### config.mk
export PLATFORM = sky130hd
export DESIGN_NAME = lsc_walker
export DESIGN_NICKNAME = d
export VERILOG_FILES = /design/src/sv/lsc_pkg.sv /design/src/sv/lsc_walker.sv
export SDC_FILE = /design/constraint.sdc
export NUM_CORES = 1
export LEC_CHECK = 0
export ABC_AREA = 1
export BUFFER_PORTS_ARGS = -buffer_cell sky130_fd_sc_hd__buf_2
export CAP_MARGIN = 20
export CORE_MARGIN = 1.5
export CORE_UTILIZATION = 25
export CTS_CLUSTER_SIZE = 12
export DETAILED_ROUTE_END_ITERATION = 16
export PLACE_DENSITY = 0.4
export SYNTH_ARGS = -nofsm -noshare
export SYNTH_HDL_FRONTEND = slang
export SYNTH_SLANG_ARGS = --single-unit
export TNS_END_PERCENT = 5
### constraint.sdc
create_clock -name clock -period 5.3 [get_ports clock]
set_clock_uncertainty 0.1 [all_clocks]
set_input_delay 0.265 -clock clock [delete_from_list [all_inputs] [get_ports clock]]
set_output_delay 0.265 -clock clock [all_outputs]
set_load 0.05 [all_outputs]
### src/sv/lsc_pkg.sv
// Shared types and constants for the grid line-of-sight checker.
package lsc_pkg;

   localparam int MAP_SIZE = 64;
   localparam int COORD_W  = 6;
   localparam int MAP_W    = $clog2(MAP_SIZE);
   localparam int ADDR_W   = 2 * MAP_W;
   localparam int TILE_W   = MAP_W + 2;
   localparam int R_W      = COORD_W + 4;

   localparam logic MODE_WRITE = 1'b0;
   localparam logic MODE_QUERY = 1'b1;

   typedef struct packed {
      logic               mode;
      logic [COORD_W-1:0] start_x;
      logic [COORD_W-1:0] start_y;
      logic [COORD_W-1:0] end_x;
      logic [COORD_W-1:0] end_y;
      logic               walkable;
   } req_type;

   typedef struct packed {
      logic               blocked;
      logic [COORD_W-1:0] clear_x;
      logic [COORD_W-1:0] clear_y;
   } rsp_type;

   typedef enum logic [2:0] {
      ST_IDLE,
      ST_SETUP,
      ST_SAMPLE,
      ST_PROBE,
      ST_CHECK,
      ST_DONE
   } state_type;

   typedef struct packed {
      logic load;
      logic step;
   } walk_ctrl_type;

   typedef struct packed {
      logic [COORD_W-1:0]       major;
      logic signed [TILE_W-1:0] minor;
      logic                     aint;
      logic                     bint;
      logic                     xmaj;
      logic                     last;
   } sample_type;

endpackage

### src/sv/lsc_walker.sv
// Sample walker: steps the major coordinate and keeps the exact minor coordinate.
module lsc_walker import lsc_pkg::*; (
   input  logic          clock,
   input  walk_ctrl_type ctrl,
   input  req_type       req,
   output sample_type    smp
);

   logic signed [COORD_W:0]   dx, dy, adx, ady, dmin, inc;
   logic                      xmaj, neg;
   logic [COORD_W-1:0]        a0, a1, b0, b1, amag;
   logic signed [R_W-1:0]     add, sum, den_s;

   logic [COORD_W-1:0]        k_ff, hi_ff;
   logic signed [TILE_W-1:0]  q_ff;
   logic signed [R_W-1:0]     r_ff;
   logic signed [COORD_W:0]   inc_ff;
   logic [COORD_W:0]          den_ff;
   logic                      first_ff, xmaj_ff;

   always_comb begin
      dx   = $signed({1'b0, req.end_x}) - $signed({1'b0, req.start_x});
      dy   = $signed({1'b0, req.end_y}) - $signed({1'b0, req.start_y});
      adx  = dx[COORD_W] ? -dx : dx;
      ady  = dy[COORD_W] ? -dy : dy;
      xmaj = adx > ady;
      a0   = xmaj ? req.start_x : req.start_y;
      a1   = xmaj ? req.end_x   : req.end_y;
      b0   = xmaj ? req.start_y : req.start_x;
      b1   = xmaj ? req.end_y   : req.end_x;
      dmin = xmaj ? dy : dx;
      neg  = xmaj ? dx[COORD_W] : dy[COORD_W];
      amag = xmaj ? adx[COORD_W-1:0] : ady[COORD_W-1:0];
      inc  = neg ? -dmin : dmin;
   end

   // first step moves half a tile, later ones a whole tile
   always_comb begin
      add   = first_ff ? R_W'(inc_ff) : (R_W'(inc_ff) <<< 1);
      sum   = r_ff + add;
      den_s = $signed({{(R_W-COORD_W-1){1'b0}}, den_ff});
   end

   always_ff @(posedge clock) begin
      if (ctrl.load) begin
         k_ff     <= neg ? a1 : a0;
         hi_ff    <= neg ? a0 : a1;
         q_ff     <= $signed({{(TILE_W-COORD_W){1'b0}}, (neg ? b1 : b0)});
         r_ff     <= $signed({{(R_W-COORD_W){1'b0}}, amag});
         inc_ff   <= inc;
         den_ff   <= {amag, 1'b0};
         first_ff <= 1'b1;
         xmaj_ff  <= xmaj;
      end else if (ctrl.step) begin
         k_ff     <= k_ff + COORD_W'(1);
         first_ff <= 1'b0;
         if (sum >= den_s) begin
            r_ff <= sum - den_s;
            q_ff <= q_ff + TILE_W'(1);
         end else if (sum < 0) begin
            r_ff <= sum + den_s;
            q_ff <= q_ff - TILE_W'(1);
         end else begin
            r_ff <= sum;
         end
      end
   end

   always_comb begin
      smp.major = k_ff;
      smp.minor = q_ff;
      smp.aint  = !first_ff;
      smp.bint  = (r_ff == '0);
      smp.xmaj  = xmaj_ff;
      smp.last  = (k_ff == hi_ff);
   end

endmodule

; ---- Word level (Yosys, flattened, before mapping)
; Index checks and enable logic that the tools add are counted.
[classes]
n_addsub = 11
multipliers = 0
n_div = 0
n_lt_le_gt_ge = 3
eq_ne = 1
shifts = 0
mux = 24
n_bitwise = 0
reduce_logical = 7
[ops]
columns = cell, count
row1 = 6-bit two-way mux, 14
row2 = 7-bit two-way mux, 5
row3 = 7-bit negator, 3
row4 = 10-bit by 8-bit adder with 10-bit output, 2
row5 = 10-bit two-way mux, 2
row6 = 8-bit two-way mux, 2
row7 = 6-bit by 6-bit subtractor with 7-bit output, 2
row8 = 10-bit by 8-bit >= comparator with 1-bit output, 1
row9 = 10-bit logical NOT, 1
row10 = 10-bit by 1-bit < comparator with 1-bit output (second input constant), 1
row11 = 10-bit by 8-bit subtractor with 10-bit output, 1
row12 = 8-bit by 2-bit adder with 8-bit output (second input constant), 1
row13 = 8-bit by 2-bit subtractor with 8-bit output (second input constant), 1
row14 = 7-bit > comparator, 1
row15 = 6-bit by 1-bit adder with 6-bit output (second input constant), 1
row16 = 6-bit equality test, 1
row17 = 2-bit AND reduction, 2
row18 = 2-bit nonzero test, 2
row19 = 3-bit nonzero test, 1
row20 = 1-bit logical NOT, 1
row21 = 1-bit two-way mux, 1
[word_totals]
ff_bits = 45
latch_bits = 0
ram_bits = 0
rom_bits = 0
input_bits = 29
out_inout_bits = 18
n_memories = 0

; ---- Longest topological paths before layout
[logic_depth]
depth_word = 7
mapped_depth = 31
mapped_depth_nobuf = 30

; ---- Least setup slack after synthesis
; Ideal clock, no wire load.
[synth_timing]
path_type = register to register
from = register first_ff
to = register q_ff[6]
setup_time_ns = 0.117
arrival_ns = 4.128
required_time_ns = 5.083
setup_slack_ns = 0.955
path_stages_with_launch = 26
n_path_buf = 1
period_less_slack_ns = 4.345
path_cell_list = dfxtp_1 -> clkbuf_1 -> inv_1 -> nand2_1 -> nand2_1 -> ha_1 -> a21oi_1 -> o21ai_1 -> a21oi_1 -> xor2_1 -> inv_1 -> ha_1 -> a21oi_1 -> nand3_1 -> nand3_2 -> nand2_2 -> nand2_4 -> inv_2 -> fa_1 -> o31ai_1 -> nand2_1 -> nand2_1 -> a21oi_1 -> xnor2_1 -> o21ai_0 -> nor2_1
[synth_via]
elab_chain_len = 5
word_cells_on_any_way = 7
cone_classes = add/sub: 1 / order compare: 2 / mux: 2 / reduce/logical: 2
[synth_rtl]
columns = element, line_no
row1 = start: declaration, lsc_walker.sv:19  ; logic first_ff, xmaj_ff;
row2 = start signal: assignment, lsc_walker.sv:52  ; first_ff <= 1'b1;
row3 = start signal: assignment, lsc_walker.sv:56  ; first_ff <= 1'b0;
row4 = 7-bit two-way mux (*), lsc_walker.sv:39  ; add = first_ff ? R_W'(inc_ff) : (R_W'(inc_ff) <<< 1);
row5 = 10-bit by 8-bit adder with 10-bit output (*), lsc_walker.sv:40  ; sum = r_ff + add;
row6 = 10-bit by 8-bit >= comparator with 1-bit output or 10-bit by 1-bit < comparator with 1-bit output (tied branches), "lsc_walker.sv:57, lsc_walker.sv:60"
row7 = 2-bit nonzero test (no line), -
row8 = 2-bit AND reduction (no line), -
row9 = end signal: assignment, lsc_walker.sv:48  ; q_ff <= $signed({{(TILE_W-COORD_W){1'b0}}, (neg ? b1 : b0)});
row10 = end signal: assignment, lsc_walker.sv:59  ; q_ff <= q_ff + TILE_W'(1);
row11 = end signal: assignment, lsc_walker.sv:62  ; q_ff <= q_ff - TILE_W'(1);
row12 = end: declaration, lsc_walker.sv:15  ; logic signed [TILE_W-1:0] q_ff;
; Every way passes the cells marked *; elsewhere a longest branch is shown, timed or not.
; A chain may end at the register's enable or synchronous reset.

; ---- Worst setup path in the final report
; Ends and elaborated chain as after synthesis.

==> results.toml <==
[run_status]
status = "finished, final reports clean"

[sta]
fmax_mhz = 210
timing.max_slew.rel_slack_pct = 37.1
hold_viol_final = 0
setup_repair_after_global_routing_missed_its_margin = "false"
final_period_minus_worst_setup_slack_ns = 4.77
worstMarginPinSlew_ns = 0.943
finalSetupViolCount = 0
final-max-slew-violation-count = 0
post-route-period-util_pct = 89.9
tns_ns = 0

[die]
initial_core_util_pct = 25.4
die_height_um = 146
design.portCount = 47
fp-row-count = 52
dieArea_sq_um = 21400
placeableCoreArea_sq_um = 20200
fp.dieW_um = 146

[clocking]
cts_tree = "yes"
htree_levels = 2
clk_pin_slew_worst_paths_ns = 0.07
cts_root_buf = "clkbuf_16"
holdBufCountCts = 0
worst_skew_pair.late_latency_ns = 0.30
number_of_buffers_created_by_cts = 5
post_cts_repair_resize_count = 0
postCtsSetupBuffers = 0
clock_sink_count = 45
cts_buffer_depth = 2

[layout]
nets = 866
layout.filler_cells = 2318
multi_input_comb_area_sq_um = 3250
diode_count = 0
combined_flip_flop_and_latch_cell_area_sq_um = 1280
layout-area-overhead-vs-synth_pct = 11.7
drive_gt1_share_pct = 10.2

[critical_path]
timing.critical_path.buf_inv = 3
critical_path.endpoint_type = "register"
critical_path.slowest_cell = "dfxtp_1"
critical_path_sink = "q_ff[6]$_SDFFE_PP0P_"
timing.critical_path.required_ns = 5.39
rrSetupSlack_ns = 0.53
critical_path_depth = 24
worstPathMaxFanout = 14
critical_path.top_delay_family = "compound AO/OA/AOI/OAI gates"
worst-setup-path-type = "register to register"
number_of_cells_on_the_worst_reg_to_reg_path = 24
cp_cell_sequence = "inv_1 > nand2_1 > nand2_1 > ha_1 > a21oi_1 > o21ai_1 > a21oi_1 > xor2_1 > inv_1 > ha_1 > a21oi_1 > nand3_1 > nand3_2 > nand2_2 > nand2_4 > inv_2 > fa_1 > o31ai_1 > nand2_1 > nand2_1 > a21oi_1 > xnor2_1 > o21ai_0 > nor2_1"
r2r_start = "first_ff$_SDFFE_PP1P_"
critPathArrivalTime_ns = 4.86
cpPeakStageDelay_ns = 0.48
rr_endpoint = "q_ff[6]$_SDFFE_PP0P_"
startpoint_type = "register"
critical_path.startpoint = "first_ff$_SDFFE_PP1P_"

[grt]
grt_max_degree = 47
number_of_global_route_vias_before_repair = 4325
grt_antenna_before_repair = 0
grt_first_pass_wirelength_mm = 23.0
grt_use_total_pct = 13.7
grt.overflow.total = 0

[placement]
place.gp.congestion = 0.798
detailedPlacementHpwl_mm = 12.2
io_buffers = 44

[drt]
dr_wl_met3_um = 270
top_signal_layer_used = "met4"
met2_length_mm = 6.23
routed_length_per_instance_um = 13.9
met1Wirelength_mm = 7.89
drt.antenna.violating_nets = 0
first_pass_iters = 4
drc = 0
finalWirelength_mm = 14.6
drt-initial-drc-count = 238
avgViaCountPerCell = 4.39
num_vias = 4616

[logic_synthesis]
ys_top_cells_by_area = "edfxtp_1 (22%), nand2_1 (15%), ha_1 (12%)"
synth.ff_latch_count = 45
synth_top_cell_area_share_pct = 22.3
synth_enable_flop_cells = 38
synth_nets = 832
async_flop_share_pct = 0
synth.cell_area_sq_um = 5120
post_synth_inst_count = 746
synthDistinctLibCells = 44
post-synth-top-count-cell = "nand2_1"
synth.yosys.seq_area_share_pct = 25.0
avg_cell_area_syn_sq_um = 6.87
yosys_warning_count = 0
yosys_most_used_dff = "edfxtp_1"
synth.cells.most_frequent = "nand2_1 (198), inv_1 (115), o21ai_0 (57)"
yosys.area.top_type = "edfxtp_1"

[run]
timing.max_cap.violations = 0

[worst_hold_path]
timing.hold.worst.class = "primary input to register"
min-delay-start = "ctrl[0]"
==> registers in the layout (all words and copies together), names as in the netlist <==
register  cells
inc_ff        7
den_ff        6
xmaj_ff       1
r_ff         10
k_ff          6
first_ff      1
hi_ff         6
q_ff          8
==> cells in the final DEF, fill, tap and decap left out, types with 5 or more instances in the layout <==
cell type and n:
a21oi_1 35, nand2_1 198, buf_2 44, buf_4 6, inv_1 115, nand2_2 6
fa_1 6, clkbuf_16 5, dfxtp_1 7, o21ai_0 57, edfxtp_1 38, xnor2_1 13
nand4_1 6, nand3_1 46, o21ai_1 20, nor2_1 47, nor3_1 5, ha_1 51
xor2_1 23
==> worst min-delay path by stage <==
stage / cells past startpoint / to
2_1_floorplan: 0 / den_ff[1]$_DFFE_PP_
3_3_place_gp: 2 / r_ff[9]$_SDFFE_PP0P_
3_5_place_dp: 2 / r_ff[9]$_SDFFE_PP0P_
4_1_cts: 2 / first_ff$_SDFFE_PP1P_
5_1_grt: 2 / first_ff$_SDFFE_PP1P_
6_report: 2 / first_ff$_SDFFE_PP1P_
==> metrics by stage <==
stage | hold WS (ns) | util (%) | std cells | cell area (sq um) | setup WS (ns)
final | 0.268 | 28.4 | 1051 | 5720 | 0.534
after global routing | 0.327 | 28.4 | 1051 | 5720 | 0.100
after CTS | 0.273 | 28.4 | 1051 | 5720 | 0.526
after detailed placement | 0.404 | 27.6 | 1043 | 5570 | 0.452
after floorplan | 0.277 | - | 746 | 5120 | 0.955
after global placement | 0.404 | 27.6 | 1043 | 5570 | 0.474
==> layout make-up <==
class / instances / area share, %
Clock buffer: 5 / 2.19
Clock inverter: 3 / 0.372
Inverter: 118 / 7.74
Multi-Input combinational cell: 560 / 56.7
Sequential cell: 45 / 22.4
Tap cell: 270 / 5.91
Timing Repair Buffer: 50 / 4.64
==> kinds of logic (layout without fill, tap and decap cells) <==
family                     count (synthesis)  in the layout  synth area share [%]
muxes                                      2              2                 0.391
xor gates and xnor gates                  36             36                  6.16
AOI/OAI and AO/OA                        135            135                  14.4
and+or+nand+nor                          330            330                  27.6
DFF                                       45             45                  25.0
buffers and inverters                    141            176                  11.6
adders and majority gates                 57             57                  14.8
==> layer usage <==
| metal | vias up | track usage, % |
|---|---|---|
| li1 | 2501 | - |
| met1 | 2055 | 20.4 |
| met2 | 52 | 21.2 |
| met3 | 8 | 1.28 |
| met4 | 0 | 3.28 |
| met5 | - | 0 |
Power is left out: the tool's default activity adds up to more than one toggle a clock period on the data nets, which glitch-free logic cannot reach.
